$ cat src/design/f32rmr_pkg.sv
package f32rmr_pkg;

  localparam int unsigned LANES = 16;
  localparam logic [31:0] F32_EXP  = 32'h7f800000;
  localparam logic [31:0] F32_MANT = 32'h007fffff;
  localparam logic [31:0] F32_QNAN = 32'h7fc00000;

  localparam logic [7:0] REG_ROW_COLUMNS     = 8'd0;
  localparam logic [7:0] REG_ROW_REPETITIONS = 8'd1;

  localparam logic [3:0] MERGE_ORDER [LANES] = '{
    4'd12, 4'd4, 4'd8, 4'd0, 4'd14, 4'd6, 4'd10, 4'd2,
    4'd13, 4'd5, 4'd9, 4'd1, 4'd15, 4'd7, 4'd11, 4'd3
  };

  typedef enum logic [1:0] {
    ST_RUN,
    ST_MERGE,
    ST_EMIT
  } state_t;

  typedef struct packed {
    logic       accept;
    logic       merge;
    logic [3:0] merge_idx;
    logic       emit;
  } cmd_t;

  typedef struct packed {
    logic ends;
    logic merge_go;
    logic out_free;
  } sts_t;

  function automatic logic is_nan32(input logic [31:0] b);
    return ((b & F32_EXP) == F32_EXP) && ((b & F32_MANT) != 32'd0);
  endfunction

  // IEEE a >= b on non-NaN patterns, signed zeros equal
  function automatic logic ge32(input logic [31:0] a, input logic [31:0] b);
    logic [31:0] ka;
    logic [31:0] kb;
    ka = a[31] ? ~a : (a | 32'h80000000);
    kb = b[31] ? ~b : (b | 32'h80000000);
    if (((a | b) & 32'h7fffffff) == 32'd0) return 1'b1;
    return ka >= kb;
  endfunction

  function automatic logic [63:0] widen(input logic [31:0] b);
    logic [7:0]  e;
    logic [22:0] m;
    logic [4:0]  p;
    logic [63:0] sh;
    e  = b[30:23];
    m  = b[22:0];
    p  = 5'd0;
    for (int j = 0; j < 23; j++) begin
      if (m[j]) p = 5'(j);
    end
    sh = 64'(m) << (6'd52 - 6'(p));
    if (e == 8'hff) begin
      if (m == 23'd0) return {b[31], 11'h7ff, 52'd0};
      return {b[31], 11'h7ff, 1'b1, m[21:0], 29'd0};
    end
    if (e == 8'd0) begin
      if (m == 23'd0) return {b[31], 63'd0};
      return {b[31], 11'(p) + 11'd874, sh[51:0]};
    end
    return {b[31], 11'(e) + 11'd896, m, 29'd0};
  endfunction

endpackage

$ cat src/design/f32rmr_ctrl.sv
module f32rmr_ctrl (
  input  logic               clk,
  input  logic               rst,
  input  logic               in_valid,
  output logic               in_ready,
  input  f32rmr_pkg::sts_t   sts,
  output f32rmr_pkg::cmd_t   cmd
);

  f32rmr_pkg::state_t state, state_next;
  logic [3:0] k;
  logic       end_pending;

  always_comb begin
    state_next = state;
    case (state)
      f32rmr_pkg::ST_RUN: begin
        if (in_valid) begin
          if (sts.merge_go) state_next = f32rmr_pkg::ST_MERGE;
          else if (sts.ends) state_next = f32rmr_pkg::ST_EMIT;
        end
      end
      f32rmr_pkg::ST_MERGE: begin
        if (k == 4'd15) begin
          state_next = end_pending ? f32rmr_pkg::ST_EMIT : f32rmr_pkg::ST_RUN;
        end
      end
      f32rmr_pkg::ST_EMIT: begin
        if (sts.out_free) state_next = f32rmr_pkg::ST_RUN;
      end
      default: state_next = f32rmr_pkg::ST_RUN;
    endcase
  end

  always_comb begin
    in_ready      = (state == f32rmr_pkg::ST_RUN);
    cmd.accept    = (state == f32rmr_pkg::ST_RUN) && in_valid;
    cmd.merge     = (state == f32rmr_pkg::ST_MERGE);
    cmd.merge_idx = k;
    cmd.emit      = (state == f32rmr_pkg::ST_EMIT) && sts.out_free;
  end

  always_ff @(posedge clk) begin
    if (rst) begin
      state       <= f32rmr_pkg::ST_RUN;
      k           <= 4'd0;
      end_pending <= 1'b0;
    end else begin
      state <= state_next;
      if (state == f32rmr_pkg::ST_MERGE) k <= k + 4'd1;
      else k <= 4'd0;
      if (cmd.accept && sts.merge_go) end_pending <= sts.ends;
    end
  end

endmodule

$ cat src/design/f32rmr_dpath.sv
module f32rmr_dpath #(
  parameter int COUNT_WIDTH = 32
) (
  input  logic             clk,
  input  logic             rst,
  input  f32rmr_pkg::cmd_t cmd,
  output f32rmr_pkg::sts_t sts,
  input  logic [31:0]      sample_bits,
  input  logic             cfg_valid,
  input  logic [7:0]       cfg_index,
  input  logic [15:0]      cfg_data,
  output logic             out_valid,
  input  logic             out_ready,
  output logic [63:0]      maximum_bits,
  output logic             result_is_nan
);

  logic [15:0] row_columns;
  logic [15:0] row_repetitions;
  logic [31:0] total_m1;
  logic [31:0] blocks;
  logic [COUNT_WIDTH-1:0] element_counter;
  logic [31:0] cnt_ext;
  logic [31:0] lane_values [f32rmr_pkg::LANES];
  logic [31:0] running_maximum;
  logic [31:0] held_nan;
  logic        nan_seen;
  logic [3:0]  lane_sel;
  logic [3:0]  rd_idx;
  logic [31:0] rd_val;
  logic        x_nan;
  logic [15:0] eff_c;
  logic [15:0] eff_r;
  logic [31:0] res;

  assign cnt_ext = 32'(element_counter);
  assign blocks  = {total_m1[31:4], 4'd0};
  assign x_nan   = f32rmr_pkg::is_nan32(sample_bits);
  assign lane_sel = cnt_ext[3:0] - 4'd1;
  assign rd_idx  = cmd.merge ? f32rmr_pkg::MERGE_ORDER[cmd.merge_idx] : lane_sel;
  assign rd_val  = lane_values[rd_idx];
  assign res     = nan_seen ? held_nan : running_maximum;

  assign sts.ends     = (cnt_ext >= total_m1);
  assign sts.merge_go = (cnt_ext == blocks) && (cnt_ext != 32'd0) && !nan_seen && !x_nan;
  assign sts.out_free = !out_valid || out_ready;

  always_comb begin
    eff_c = (row_columns == 16'd0) ? 16'd1 : row_columns;
    eff_r = (row_repetitions == 16'd0) ? 16'd1 : row_repetitions;
    if (cfg_index == f32rmr_pkg::REG_ROW_COLUMNS) begin
      eff_c = (cfg_data == 16'd0) ? 16'd1 : cfg_data;
    end else if (cfg_index == f32rmr_pkg::REG_ROW_REPETITIONS) begin
      eff_r = (cfg_data == 16'd0) ? 16'd1 : cfg_data;
    end
  end

  always_ff @(posedge clk) begin
    if (rst) begin
      row_columns     <= 16'd1;
      row_repetitions <= 16'd1;
      total_m1        <= 32'd0;
      element_counter <= '0;
      running_maximum <= 32'd0;
      held_nan        <= 32'd0;
      nan_seen        <= 1'b0;
      out_valid       <= 1'b0;
    end else begin
      if (cfg_valid) begin
        if (cfg_index == f32rmr_pkg::REG_ROW_COLUMNS) row_columns <= cfg_data;
        if (cfg_index == f32rmr_pkg::REG_ROW_REPETITIONS) row_repetitions <= cfg_data;
        total_m1 <= 32'(eff_c * eff_r) - 32'd1;
      end
      if (cmd.accept) begin
        if (sts.ends) element_counter <= '0;
        else element_counter <= element_counter + 1'b1;
        if (cnt_ext == 32'd0) begin
          running_maximum <= sample_bits;
          nan_seen        <= x_nan;
          if (total_m1 == 32'd0) held_nan <= sample_bits;
          else held_nan <= x_nan ? f32rmr_pkg::F32_QNAN : 32'd0;
        end else if (!nan_seen) begin
          if (x_nan) begin
            nan_seen <= 1'b1;
            held_nan <= (cnt_ext <= blocks) ? f32rmr_pkg::F32_QNAN : sample_bits;
          end else if (cnt_ext > blocks && f32rmr_pkg::ge32(sample_bits, running_maximum)) begin
            running_maximum <= sample_bits;
          end
        end
      end
      if (cmd.merge) begin
        if (cmd.merge_idx == 4'd0) running_maximum <= rd_val;
        else if (f32rmr_pkg::ge32(rd_val, running_maximum)) running_maximum <= rd_val;
      end
      if (cmd.emit) out_valid <= 1'b1;
      else if (out_ready) out_valid <= 1'b0;
    end
  end

  // lanes: seed on the first value, keep the larger in block positions
  always_ff @(posedge clk) begin
    if (cmd.accept) begin
      if (cnt_ext == 32'd0) begin
        for (int j = 0; j < f32rmr_pkg::LANES; j++) lane_values[j] <= sample_bits;
      end else if (!nan_seen && !x_nan && cnt_ext <= blocks &&
                   f32rmr_pkg::ge32(sample_bits, rd_val)) begin
        lane_values[lane_sel] <= sample_bits;
      end
    end
  end

  always_ff @(posedge clk) begin
    if (cmd.emit) begin
      maximum_bits  <= f32rmr_pkg::widen(res);
      result_is_nan <= nan_seen;
    end
  end

endmodule

$ cat src/design/float32_row_max_reduction.sv
// Row maximum over a stream of binary32 values. Each run of
// row_columns * row_repetitions requests reduces to one binary64 result
// (a register value of 0 counts as 1). Values enter one per cycle while
// in_ready is high. In a run of more than 16 values, the last value of the
// block part starts a lane merge, stepped through the lanes in their fixed
// tie order by the controller, during which in_ready is low. A NaN seen
// before the end of the block part drops the merge. Each run end passes
// through an emit state that widens the result into the output register,
// and holds there while the previous result is still untaken; the next
// run's values are taken while that result waits.
module float32_row_max_reduction #(
  parameter int COUNT_WIDTH = 32
) (
  input  logic        clk,
  input  logic        rst,
  input  logic        in_valid,
  output logic        in_ready,
  input  logic [31:0] sample_bits,
  output logic        out_valid,
  input  logic        out_ready,
  output logic [63:0] maximum_bits,
  output logic        result_is_nan,
  input  logic        cfg_valid,
  output logic        cfg_ready,
  input  logic [7:0]  cfg_index,
  input  logic [15:0] cfg_data
);

  f32rmr_pkg::cmd_t cmd;
  f32rmr_pkg::sts_t sts;

  // register writes are always taken
  assign cfg_ready = 1'b1;

  f32rmr_ctrl u_ctrl (
    .clk      (clk),
    .rst      (rst),
    .in_valid (in_valid),
    .in_ready (in_ready),
    .sts      (sts),
    .cmd      (cmd)
  );

  f32rmr_dpath #(
    .COUNT_WIDTH (COUNT_WIDTH)
  ) u_dpath (
    .clk           (clk),
    .rst           (rst),
    .cmd           (cmd),
    .sts           (sts),
    .sample_bits   (sample_bits),
    .cfg_valid     (cfg_valid),
    .cfg_index     (cfg_index),
    .cfg_data      (cfg_data),
    .out_valid     (out_valid),
    .out_ready     (out_ready),
    .maximum_bits  (maximum_bits),
    .result_is_nan (result_is_nan)
  );

  // a merge request stalls input on the next cycle
  a_merge_stalls: assert property (@(posedge clk) disable iff (rst)
    (in_valid && in_ready && sts.merge_go) |=> !in_ready)
    else $error("input taken during lane merge");

  // a run end holds input in the emit state
  a_end_stalls: assert property (@(posedge clk) disable iff (rst)
    (in_valid && in_ready && sts.ends && !sts.merge_go) |=> !in_ready)
    else $error("input taken while result pending");

  // never overwrite an untaken result
  a_emit_free: assert property (@(posedge clk) disable iff (rst)
    cmd.emit |-> (!out_valid || out_ready))
    else $error("result overwritten");

endmodule
$ cat config.mk
export PLATFORM = sky130hd
export DESIGN_NAME = float32_row_max_reduction
export DESIGN_NICKNAME = d
export VERILOG_FILES = /design/src/design/f32rmr_pkg.sv /design/src/design/f32rmr_ctrl.sv /design/src/design/f32rmr_dpath.sv /design/src/design/float32_row_max_reduction.sv
export SDC_FILE = /design/constraint.sdc
export NUM_CORES = 2
export LEC_CHECK = 0
export ABC_AREA = 1
export BUFFER_PORTS_ARGS = -buffer_cell sky130_fd_sc_hd__clkbuf_2
export CAP_MARGIN = 15
export CORE_MARGIN = 2
export CORE_UTILIZATION = 50
export CTS_CLUSTER_SIZE = 40
export DETAILED_ROUTE_END_ITERATION = 16
export PLACE_DENSITY = 0.66
export SETUP_SLACK_MARGIN = 0.4
export SYNTH_ARGS = -nofsm -noshare
export SYNTH_HDL_FRONTEND = slang
export SYNTH_SLANG_ARGS = --single-unit
$ cat constraint.sdc
create_clock -name clk -period 17.65 [get_ports clk]
set_input_delay 3.53 -clock clk [delete_from_list [all_inputs] [get_ports clk]]
set_output_delay 3.53 -clock clk [all_outputs]
set_load 0.05 [all_outputs]
==> results_dict.tcl <==
set metrics [dict create \
    holdBufCountCts 0 \
    layout.cells.most_common_list "666 x sky130_fd_sc_hd__nand2_1, 591 x sky130_fd_sc_hd__inv_1, 576 x sky130_fd_sc_hd__edfxtp_1, 512 x sky130_fd_sc_hd__nor2_1, 393 x sky130_fd_sc_hd__o21ai_0" \
    use_met2_pct 42.58 \
    element_type_at_the_critical_path_start "primary input" \
    synth-simple-area-share_pct 14.34 \
    unrepaired_setup_endpoints_after_global_routing "false" \
    syn-instance-count 4736 \
    drcViolationCount 0 \
    yosys_register_bits 745 \
    clk_latency_ns 0.68 \
    synth_top_family_by_area "adder cells" \
    initial_utilization_pct 50.27 \
    critical_path.slowest_cell "sky130_fd_sc_hd__o21ai_0" \
    cp.arrival_ns 11.76 \
    clock_tree_from_tritoncts "done" \
    finalCoreUtilization_pct 55.03 \
    clkSlewWorstSetupHoldPaths_ns 0.06 \
    fin_nets 5298 \
    finalSetupTns_ns 0 \
    dieWidth_um 304.4 \
    ys_seq_area_share_pct 45.84 \
    grt_busiest_layer "met2" \
    grt_overall_usage_pct 26.30 \
    synth_area_um2 45110 \
    clockBufferDepth 3 \
    design.core.area_um2 89740 \
    flow.area_growth_from_synthesis_pct 9.475 \
    post_synth_xor_area_fraction_pct 2.641 \
    dr_total_vias 34310 \
    finClkSkew_ns 0.05176 \
    antenna_left 0 \
    synthAdderAreaFrac_pct 16.04 \
    first_iter_violations 3242 \
    synth_compound_gate_area_share_pct 13.33 \
    hold_viol_final 0 \
    critical_path_class "primary input to register" \
    ctsRootBufferMaster "sky130_fd_sc_hd__clkbuf_16" \
    met3_usage_pct 4.025 \
    timing_worst_slew_pin_value_ns 1.180 \
    grt_pass1_vias 33260 \
    final_layout_size_suffix_gt1_share_pct 8.210 \
    grt_overflow_total 0 \
    die_y_um 304.4 \
    setup.worst_path.end_class "register" \
    synth-edff-count 576 \
    seq_area_um2 20680 \
    drt-wirelength-per-cell_um 20.37 \
    worstPathRequired_ns 18.22 \
    cts_num_sinks 745 \
    critPathMaxStageDelay_ns 0.78 \
    io_buffers 127 \
    hold_path_class "register to register" \
    post_cts.repair.setup_buffers 0 \
    top_ports 129 \
    row_count 110 \
    maxSlewViolCount 0 \
    cts.htree.levels 3 \
    synth_async_sr_flop_share_pct 0 \
    slew_headroom_pct 21.32 \
    dieArea_um2 92640 \
    min_period_over_period_pct 63.39 \
    synth_flop_type "sky130_fd_sc_hd__edfxtp_1" \
    status "finished clean" \
    ys_warn_count 0 \
    grt_start_max_net_pins 177 \
    via_density 5.693 \
    fin_crit_ns 11.19 \
    firstDrtPassIters 6 \
    maxClockFrequency_ghz 0.08938 \
    gr-usage-met1_pct 36.49 \
    grt_antenna_before_repair 8 \
    critPathMaxFanout 16 \
    fillerInstances 7986 \
    finalWeightedCongestion 0.9521 \
    critical_path.most_common_cell "sky130_fd_sc_hd__inv_1" \
    cap_viol_max_count 0 \
    postCtsResizedCells 0 \
    most_frequent_standard_cell_in_the_layout_excluding_fill_and_tap_cells "sky130_fd_sc_hd__nand2_1" \
    grt_pass1_wl_mm 190.6 \
    post_synth_mux_area_share_pct 0.3107 \
    syn_area_per_cell_um2 9.525 \
    setup_violations 0 \
    hpwl_mm 80.85 \
    yosys.cell_types.count 67 \
    finalWirelength_mm 122.8 \
    area_of_combinational_cells_with_multiple_inputs_um2 21300 \
    numCtsBuffers 80 \
]
cells in the mapped netlist, types with 10 or more instances:
library cell / n / area (um2)
sky130_fd_sc_hd__a211oi_1: 32 / 240.2
sky130_fd_sc_hd__a21oi_1: 211 / 1056
sky130_fd_sc_hd__a31oi_1: 13 / 81.33
sky130_fd_sc_hd__buf_2: 67 / 335.3
sky130_fd_sc_hd__buf_4: 19 / 142.6
sky130_fd_sc_hd__clkbuf_1: 121 / 454.2
sky130_fd_sc_hd__clkinv_1: 11 / 41.29
sky130_fd_sc_hd__dfxtp_1: 169 / 3383
sky130_fd_sc_hd__edfxtp_1: 576 / 17300
sky130_fd_sc_hd__fa_1: 207 / 4144
sky130_fd_sc_hd__ha_1: 247 / 3090
sky130_fd_sc_hd__inv_1: 592 / 2222
sky130_fd_sc_hd__inv_2: 11 / 41.29
sky130_fd_sc_hd__mux2i_1: 14 / 140.1
sky130_fd_sc_hd__nand2_1: 668 / 2507
sky130_fd_sc_hd__nand2_2: 13 / 81.33
sky130_fd_sc_hd__nand3_1: 161 / 805.8
sky130_fd_sc_hd__nand3_2: 10 / 100.1
sky130_fd_sc_hd__nand4_1: 44 / 275.3
sky130_fd_sc_hd__nor2_1: 512 / 1922
sky130_fd_sc_hd__nor3_1: 20 / 100.1
sky130_fd_sc_hd__nor4_1: 44 / 275.3
sky130_fd_sc_hd__o211ai_1: 71 / 533.0
sky130_fd_sc_hd__o21a_1: 11 / 82.58
sky130_fd_sc_hd__o21ai_0: 396 / 1982
sky130_fd_sc_hd__o21ai_1: 94 / 470.5
sky130_fd_sc_hd__o21ai_2: 13 / 113.9
sky130_fd_sc_hd__o221ai_1: 66 / 578.1
sky130_fd_sc_hd__o22ai_1: 80 / 500.5
sky130_fd_sc_hd__xnor2_1: 47 / 411.6
sky130_fd_sc_hd__xor2_1: 89 / 779.5
through the flow:
step	setup WS [ns]	area (um2)	cells	hold WS, ns
detailed placement	5.919	46820	5875	0.4535
global placement	6.101	46820	5875	0.4495
global route	5.720	49380	6026	0.4785
floorplan	7.197	45130	4743	0.4095
finish	6.461	49380	6027	0.4598
CTS	6.542	49360	6022	0.4616
worst max-delay path, delay by kind of cell:
family | cells | cell delay, ns
AOI/OAI and AO/OA | 10 | 2.65
xor gates and xnor gates | 1 | 0.14
buffers and inverters | 9 | 1.25
adders and majority gates | 7 | 3.13
and+or+nand+nor | 5 | 1.03
flip-flops by register name, summed over array words and instances (netlist names):
register and count:
u_ctrl.end_pending 1, u_dpath.out_valid 1, u_dpath.nan_seen 1, u_dpath.maximum_bits 63
u_dpath.held_nan 32, u_dpath.row_columns 16, u_ctrl.state 2, u_dpath.row_repetitions 16
u_dpath.cnt_ext 32, u_dpath.running_maximum 32, u_dpath.lane_values 512, u_dpath.total_m1 32
u_ctrl.k 4, u_dpath.result_is_nan 1
cell type report:
cell class	count	share of cell area, %
tap	1176	2.980
clock inverter	45	0.7728
sequential	745	41.88
multi-input combinational	3158	43.12
clock buffer	102	4.368
timing repair buffer	184	2.179
inverter	614	4.680
antenna	3	0.01520
kinds of logic after synthesis:
group                    Yosys count
adder cells (fa/ha/maj)          454
other                              2
AND/OR/NAND/NOR                 1516
multiplexers                      14
buffers and inverters            840
AO/OA/AOI/OAI                   1029
XOR/XNOR                         136
flip-flops                       745
layer usage:
layer  vias up  share of wire [%]
li1      16230                  -
met1     16590                 43
met2      1265                 47
met3       222                7.3
met4        10                2.9
met5         -              0.053
path summary, 6_finish.rpt:
path	slack [ns]	to	from	cells past startpoint
setup / recovery	6.46	u_dpath.total_m1[28]	cfg_index[7]	32
setup reg to reg	8.89	u_dpath.lane_values[11][22]	u_dpath.cnt_ext[0]	27
hold reg to reg	0.46	u_dpath.held_nan[0]	u_dpath.held_nan[0]	2
hold / removal	0.46	u_dpath.held_nan[0]	u_dpath.held_nan[0]	2
Power is left out: the tool's default activity adds up to more than one toggle a clock period on the data nets, which glitch-free logic cannot reach.
